===== config.mk =====
export PLATFORM = sky130hd
export DESIGN_NAME = modular_inverse_fermat
export DESIGN_NICKNAME = d
export VERILOG_FILES = /design/src/mif_pkg.sv /design/src/mif_modadd.sv /design/src/modular_inverse_fermat.sv
export SDC_FILE = /design/constraint.sdc
export NUM_CORES = 1
export LEC_CHECK = 0
export BUFFER_PORTS_ARGS = -buffer_cell sky130_fd_sc_hd__buf_4
export CAP_MARGIN = 40
export CORE_MARGIN = 2
export CORE_UTILIZATION = 45
export DETAILED_ROUTE_END_ITERATION = 16
export PLACE_DENSITY = 0.63
export SETUP_SLACK_MARGIN = 0.2
export SLEW_MARGIN = 20
export SYNTH_ARGS = -nofsm -noshare
export SYNTH_HDL_FRONTEND = slang
export SYNTH_SLANG_ARGS = --single-unit

===== constraint.sdc =====
create_clock -name clk -period 18.44 [get_ports clk]
set_input_delay 3.688 -clock clk [delete_from_list [all_inputs] [get_ports clk]]
set_output_delay 3.688 -clock clk [all_outputs]
set_load 0.01 [all_outputs]

===== src/mif_pkg.sv =====
`default_nettype none

package mif_pkg;

  // Modulus after reset, cut to the configured width at the top level.
  localparam logic [63:0] MODULUS_RESET = 64'd1000000007;

  // Sequencer state encoding.
  localparam int STATE_W = 3;
  localparam logic [STATE_W-1:0] ST_IDLE = 3'd0;
  localparam logic [STATE_W-1:0] ST_RED  = 3'd1;
  localparam logic [STATE_W-1:0] ST_EXP  = 3'd2;
  localparam logic [STATE_W-1:0] ST_MUL  = 3'd3;
  localparam logic [STATE_W-1:0] ST_DONE = 3'd4;

endpackage

`default_nettype wire


===== src/mif_modadd.sv =====
`default_nettype none

module mif_modadd #(
  parameter int MOD_WIDTH = 31
) (
  input  logic [MOD_WIDTH-1:0] x,
  input  logic [MOD_WIDTH-1:0] y,
  input  logic                 cin,
  input  logic [MOD_WIDTH-1:0] m,
  output logic [MOD_WIDTH-1:0] sum_mod
);

  // Both operands are below m, so the sum is below 2m and one conditional
  // subtraction brings it back into range.
  logic [MOD_WIDTH:0]   sum;
  logic [MOD_WIDTH+1:0] diff;

  always_comb begin
    sum  = {1'b0, x} + {1'b0, y} + {{MOD_WIDTH{1'b0}}, cin};
    diff = {1'b0, sum} - {2'b00, m};
    if (diff[MOD_WIDTH+1]) begin
      sum_mod = sum[MOD_WIDTH-1:0];
    end else begin
      sum_mod = diff[MOD_WIDTH-1:0];
    end
  end

endmodule

`default_nettype wire


===== src/modular_inverse_fermat.sv =====
// Modular inverse of an unsigned value by Fermat exponentiation.
//
// Input channel (s_axis_*): one item carries the value in s_axis_tdata. The
// block takes an item only while it is idle; s_axis_tready stays low for the
// whole computation. Output channel (m_axis_*): one item per input item, the
// inverse in m_axis_tdata. The modulus is written through modulus_wr_en and
// modulus_wr_data; the user must write it only while no item is in flight,
// as the block does not enforce this; it must be prime for the result to be a true inverse.
//
// Sequence: the value is first reduced, one bit a cycle. Each exponent bit
// then costs a pass through the exponent state, a squaring and, for a set
// bit, a multiply; a multiply on the shared modular adder adds the
// multiplicand into the accumulator for each set multiplier bit, doubles it
// for each multiplier bit and finishes once the multiplier is zero. A zero
// residue or a modulus below two ends early.
// Reset (rst, synchronous) returns the sequencer to idle, drops the output
// valid and loads the modulus 1000000007. A finished result sits in the
// output register until the receiver takes it; the next item may be
// accepted meanwhile, and only the hand-over of its own result waits.
`default_nettype none

module modular_inverse_fermat #(
  parameter int MOD_WIDTH = 31
) (
  input  logic                                 clk,
  input  logic                                 rst,
  // Configuration: modulus register.
  input  logic                                 modulus_wr_en,
  input  logic [MOD_WIDTH-1:0]                 modulus_wr_data,
  // Input stream. tdata: value [MOD_WIDTH-1:0], zero fill above.
  input  logic                                 s_axis_tvalid,
  output logic                                 s_axis_tready,
  input  logic [((MOD_WIDTH+7)/8)*8-1:0]       s_axis_tdata,
  // Output stream. tdata: inverse [MOD_WIDTH-1:0], zero fill above.
  output logic                                 m_axis_tvalid,
  input  logic                                 m_axis_tready,
  output logic [((MOD_WIDTH+7)/8)*8-1:0]       m_axis_tdata
);

  import mif_pkg::*;

  localparam int DATA_W = ((MOD_WIDTH + 7) / 8) * 8;
  localparam int CNT_W  = $clog2(MOD_WIDTH);

  logic [STATE_W-1:0]   state;
  logic [MOD_WIDTH-1:0] modulus;

  // Datapath registers. acc doubles as the running remainder while the
  // value is reduced.
  logic [MOD_WIDTH-1:0] vsh;     // value, shifted out MSB first
  logic [MOD_WIDTH-1:0] acc;
  logic [MOD_WIDTH-1:0] ma;      // multiplicand, doubled each bit
  logic [MOD_WIDTH-1:0] mb;      // multiplier, shifted right each bit
  logic [MOD_WIDTH-1:0] base;
  logic [MOD_WIDTH-1:0] result;
  logic [MOD_WIDTH-1:0] expo;
  logic [CNT_W-1:0]     cnt;
  logic                 squaring;
  logic                 added;
  logic [MOD_WIDTH-1:0] out_data;
  logic                 out_valid;

  // Shared modular adder and its operand select.
  logic [MOD_WIDTH-1:0] u_x;
  logic [MOD_WIDTH-1:0] u_y;
  logic                 u_cin;
  logic [MOD_WIDTH-1:0] u_sum;

  always_comb begin
    u_x   = '0;
    u_y   = '0;
    u_cin = 1'b0;
    case (state)
      ST_RED: begin
        // remainder = 2 * remainder + next value bit, reduced
        u_x   = acc;
        u_y   = acc;
        u_cin = vsh[MOD_WIDTH-1];
      end
      ST_MUL: begin
        if (mb[0] && !added) begin
          u_x = acc;
          u_y = ma;
        end else begin
          u_x = ma;
          u_y = ma;
        end
      end
      default: begin
        u_x = '0;
      end
    endcase
  end

  mif_modadd #(
    .MOD_WIDTH (MOD_WIDTH)
  ) u_modadd (
    .x       (u_x),
    .y       (u_y),
    .cin     (u_cin),
    .m       (modulus),
    .sum_mod (u_sum)
  );

  // Modulus register.
  always_ff @(posedge clk) begin
    if (rst) begin
      modulus <= MODULUS_RESET[MOD_WIDTH-1:0];
    end else if (modulus_wr_en) begin
      modulus <= modulus_wr_data;
    end
  end

  // Sequencer and datapath.
  always_ff @(posedge clk) begin
    if (rst) begin
      state <= ST_IDLE;
    end else begin
      case (state)
        ST_IDLE: begin
          if (s_axis_tvalid) begin
            vsh <= s_axis_tdata[MOD_WIDTH-1:0];
            acc <= '0;
            cnt <= CNT_W'(MOD_WIDTH - 1);
            if (modulus < MOD_WIDTH'(2)) begin
              result <= '0;
              state  <= ST_DONE;
            end else begin
              state <= ST_RED;
            end
          end
        end
        ST_RED: begin
          acc <= u_sum;
          vsh <= {vsh[MOD_WIDTH-2:0], 1'b0};
          if (cnt == '0) begin
            if (u_sum == '0) begin
              result <= '0;
              state  <= ST_DONE;
            end else begin
              base   <= u_sum;
              result <= MOD_WIDTH'(1);
              expo   <= modulus - MOD_WIDTH'(2);
              state  <= ST_EXP;
            end
          end else begin
            cnt <= cnt - CNT_W'(1);
          end
        end
        ST_EXP: begin
          acc   <= '0;
          added <= 1'b0;
          if (expo == '0) begin
            state <= ST_DONE;
          end else if (expo[0]) begin
            // result = result * base first, then the square.
            ma       <= result;
            mb       <= base;
            squaring <= 1'b0;
            state    <= ST_MUL;
          end else begin
            ma       <= base;
            mb       <= base;
            squaring <= 1'b1;
            state    <= ST_MUL;
          end
        end
        ST_MUL: begin
          if (mb == '0) begin
            if (squaring) begin
              base  <= acc;
              expo  <= expo >> 1;
              state <= ST_EXP;
            end else begin
              result   <= acc;
              ma       <= base;
              mb       <= base;
              acc      <= '0;
              added    <= 1'b0;
              squaring <= 1'b1;
            end
          end else if (mb[0] && !added) begin
            acc   <= u_sum;
            added <= 1'b1;
          end else begin
            ma    <= u_sum;
            mb    <= mb >> 1;
            added <= 1'b0;
          end
        end
        ST_DONE: begin
          if (!out_valid || m_axis_tready) begin
            state <= ST_IDLE;
          end
        end
        default: begin
          state <= ST_IDLE;
        end
      endcase
    end
  end

  // Output register: loaded when the sequencer finishes and the slot is free.
  always_ff @(posedge clk) begin
    if (rst) begin
      out_valid <= 1'b0;
    end else if (state == ST_DONE && (!out_valid || m_axis_tready)) begin
      out_valid <= 1'b1;
    end else if (m_axis_tready) begin
      out_valid <= 1'b0;
    end
  end

  always_ff @(posedge clk) begin
    if (state == ST_DONE && (!out_valid || m_axis_tready)) begin
      out_data <= result;
    end
  end

  assign s_axis_tready = (state == ST_IDLE);
  assign m_axis_tvalid = out_valid;
  assign m_axis_tdata  = DATA_W'(out_data);

endmodule

`default_nettype wire


==> results.md <==
* Status: complete, no violations
* Number of synthesis warnings at 0
* Largest area contributor in the synthesized netlist: sky130_fd_sc_hd__edfxtp_1
* Max clock buf depth at 3
* Worst Setup EP: base[30]
* Total half-perimeter wirelength after legalization and detailed placement at 32100 µm
* Predominant post-synthesis flop cell: sky130_fd_sc_hd__edfxtp_1
* Vias per cell at 5.80
* Setup slack of the worst register-to-register path at 9.03 ns
* Setup bufs post-CTS at 0
* Reg-to-reg critical path startpoint: state[0]
* Detailed Routing Iterations Pass 1 at 7
* Transition at the pin with the smallest max-transition slack at approximately 0.86 ns
* Number of hold violations in the final report at 0
* Initial antenna violation count at 1
* Maximum frequency from static timing analysis at roughly 0.11 GHz
* First-pass GRT wire length at roughly 69000 µm
* Number of H-tree levels at 1
* Startpoint types: flip-flop
* Area of the core at approximately 37000 µm²
* Type of the worst setup path: flip-flop to flip-flop
* Standby leakage power at approximately 7.3 nW
* Vias in the first global route at around 13000
* Launching element of the worst setup path: state[0]
* Number of nets with antenna violations after routing at 0
* Pin count of the biggest net entering global routing at 67
* Critical register-to-register path endpoint: base[30]
* Vias post-DR at about 13000
* Largest driver fanout on the critical path at 42
* Number of sinks handled by clock tree synthesis at slightly below 300
* Worst path arrival time at 9.67 ns
* Placer Congestion at roughly 0.95
* Endpoints failing setup at 0
* Total standard cell area after synthesis at around 17000 µm²
* Cells after synthesis at ~1700
* Total of max-cap violations at 0
* Die area at slightly below 40000 µm²
* Number of I/O port buffers at between 90 and 100
* Num CTS Buffers at 30
* Data required time at the worst endpoint at around 19 ns
* DRC Markers at 0
* Max_slew headroom at 42.9%
* RSZ-0062 raised after global routing: false
* Layout Area Growth over Synthesis at 13.8%
* Synth Area per Inst at around 10 µm²
* TNS Setup at 0 ns
* Peak supply drop at 69.5 µV
* Minimum period implied by the final worst setup slack at ~9.4 ns
* Length in cells of the worst reg-to-reg path at 26
* Worst-Skew Late Latency at ~0.60 ns
* Part of the cycle the worst path needs at roughly half
* Resized cells post-CTS at 0
* Post-synthesis cell type count at 90
* Post-DR wirelength/cell at 19.5 µm
* Setup Skew at roughly 0.042 ns
* Remaining Overflow, GRT at 0
* Number of antenna diodes at 0
* Initial standard-cell utilization of the core at ~45%
* Nets@finish at 1877
* Number of I/O pins at about 100
* Floorplan row count at between 70 and 80
* Count of hold-fix buffers inserted at cts at 0
* Routed Wire Length at 44300 µm
* Power per Cell Area at 93.9 nW/µm²
* CTS tree: done
* Sequential fraction of the synthesis area at around half
* Worst hold path class: flip-flop to flip-flop
* Utilization after layout at between 50 and 60%
* Portion of synthesized cell area occupied by the leading cell type at ~45%
* Share of post-route cells with drive strength above 1 at 13.5%
* Share of flip-flops with an asynchronous set or reset after synthesis at 0%
* 1st-iter DRT viols at 1091
* Width of the die at 198 µm
* Clk root buf: sky130_fd_sc_hd__clkbuf_16
* Die Y-Extent at between 150 and 200 µm
* Number of slew-limit violations in the final report at 0
* Overall Global Routing Usage at between 20 and 25%
* Top post-synthesis cells by area: sky130_fd_sc_hd__edfxtp_1, sky130_fd_sc_hd__nand2_1, sky130_fd_sc_hd__ha_1
* Number of synthesized register bits at 290
* Number of synthesized flops with an enable pin at 255
* Sort of element at the end of the critical path: flip-flop
* Syn Nets at 1824
* Clock-pin slew reported for the worst setup and hold paths after clock tree synthesis at 0.06 ns
cells by family after synthesis:
family	count (synthesis)	synth area share, %
simple gates	578	16.3
compound gates	452	17.7
flops	290	49.2
buf+inv	158	3.60
xor+xnor	79	4.07
fa+ha+maj	66	5.00
mux	66	4.11
other cells	1	0.0221
worst min-delay path by stage:
stage | from | end | slack (ns) | depth (start not counted)
2_1_floorplan | result[0] | out_data[0] | 0.43 | 0
3_3_place_gp | result[12] | out_data[12] | 0.44 | 0
3_5_place_dp | result[12] | out_data[12] | 0.44 | 0
4_1_cts | result[12] | out_data[12] | 0.46 | 0
5_1_grt | result[10] | out_data[10] | 0.47 | 0
6_report | result[6] | out_data[6] | 0.46 | 0
metal layers:
| metal | up-vias | global-route usage, % | share of wire [%] |
|---|---|---|---|
| met5 | - | 0 | 0 |
| met4 | 0 | 6.93 | 2.8 |
| met3 | 70 | 2.83 | 5.1 |
| met2 | 349 | 35.8 | 45 |
| met1 | 6366 | 31.5 | 47 |
| li1 | 6407 | - | - |
critical path: stages (launching register included):
cell                        delay, ns
sky130_fd_sc_hd__dfxtp_1         0.58
sky130_fd_sc_hd__nand2b_1        0.29
sky130_fd_sc_hd__nor2_4          0.48
sky130_fd_sc_hd__buf_16          0.23
sky130_fd_sc_hd__buf_4           0.47
sky130_fd_sc_hd__a22oi_1         0.18
sky130_fd_sc_hd__fa_1            0.51
sky130_fd_sc_hd__fa_1            0.42
sky130_fd_sc_hd__nor2b_1         0.23
sky130_fd_sc_hd__o211ai_1        0.17
sky130_fd_sc_hd__a21oi_1         0.40
sky130_fd_sc_hd__o21ai_1         0.14
sky130_fd_sc_hd__nor3b_1         0.17
sky130_fd_sc_hd__xnor2_1         0.39
sky130_fd_sc_hd__ha_1            0.34
sky130_fd_sc_hd__nand3_1         0.14
sky130_fd_sc_hd__or3_1           0.36
sky130_fd_sc_hd__o31ai_1         0.54
sky130_fd_sc_hd__a211oi_1        0.18
sky130_fd_sc_hd__nand3_2         0.10
sky130_fd_sc_hd__buf_4           0.46
sky130_fd_sc_hd__inv_2           0.25
sky130_fd_sc_hd__o41ai_2         0.49
sky130_fd_sc_hd__o2111ai_1       0.51
sky130_fd_sc_hd__o21a_2          0.46
sky130_fd_sc_hd__buf_12          0.19
sky130_fd_sc_hd__buf_4           0.30
Yosys cell counts (all sizes together), types with 4 or more instances:
| cell | instances |
|---|---|
| edfxtp | 255 |
| nand2 | 213 |
| nor2 | 149 |
| a21oi | 139 |
| clkbuf | 86 |
| o21ai | 76 |
| ha | 63 |
| a22o | 59 |
| xnor2 | 59 |
| inv | 55 |
| and3 | 36 |
| mux2i | 36 |
| dfxtp | 35 |
| nand3 | 32 |
| o22ai | 32 |
| mux2 | 30 |
| nor4 | 30 |
| nor3 | 26 |
| o211ai | 25 |
| nand4 | 22 |
| xor2 | 20 |
| buf | 15 |
| nor2b | 15 |
| a21o | 13 |
| a211oi | 12 |
| o21a | 12 |
| and2 | 11 |
| a21boi | 9 |
| a31oi | 9 |
| nand2b | 9 |
| o21bai | 9 |
| or4 | 8 |
| a2111oi | 6 |
| a22oi | 6 |
| o31ai | 6 |
| or3 | 6 |
| and4 | 5 |
| o2111ai | 5 |
| or2 | 5 |
| a211o | 4 |
| o211a | 4 |
registers in the layout, summed over array words and instances, names as in the netlist:
name	count
result	31
ma	31
out_data	31
state	3
vsh	31
squaring	1
mb	31
expo	31
modulus	31
added	1
base	31
cnt	5
m_axis_tvalid	1
acc	31
report_power, final:
part	switching (mW)	total [mW]	internal [mW]
combinational	0.267	0.425	0.158
sequential	0.0203	0.777	0.756
clock	0.259	0.614	0.355
placed cells by master, fill, tap and decap left out, types with 35 or more instances in the layout:
| cell | n |
|---|---|
| sky130_fd_sc_hd__o21ai_0 | 61 |
| sky130_fd_sc_hd__buf_4 | 115 |
| sky130_fd_sc_hd__mux2i_1 | 36 |
| sky130_fd_sc_hd__a21oi_1 | 136 |
| sky130_fd_sc_hd__edfxtp_1 | 255 |
| sky130_fd_sc_hd__ha_1 | 63 |
| sky130_fd_sc_hd__inv_1 | 54 |
| sky130_fd_sc_hd__nand2_1 | 211 |
| sky130_fd_sc_hd__xnor2_1 | 59 |
| sky130_fd_sc_hd__nor2_1 | 143 |
| sky130_fd_sc_hd__a22o_1 | 59 |
| sky130_fd_sc_hd__dfxtp_1 | 35 |
| sky130_fd_sc_hd__and3_1 | 36 |
through the flow:
| stage | setup slack (ns) | cell area [µm²] | std cells | power (mW) | hold slack [ns] |
|---|---|---|---|---|---|
| 2_1_floorplan | 10.50 | 17000 | 1690 | 1.09 | 0.427 |
| 3_3_place_gp | 8.91 | 18200 | 2215 | 1.20 | 0.440 |
| 3_5_place_dp | 8.98 | 18200 | 2218 | 1.21 | 0.443 |
| 4_1_cts | 8.92 | 19200 | 2271 | 1.82 | 0.457 |
| 5_1_grt | 8.67 | 19300 | 2275 | 1.89 | 0.471 |
| 6_report | 9.03 | 19300 | 2275 | 1.82 | 0.456 |
cell type report:
class	count	area, µm²
clock buffers	35	769
clock inverters	18	223
fillers	3388	18100
inverters	57	214
multi-input cells	1242	8100
flip-flops and latches	290	8360
well taps	511	639
repair buffers	122	1030
Power figures use the tool's default switching activity.
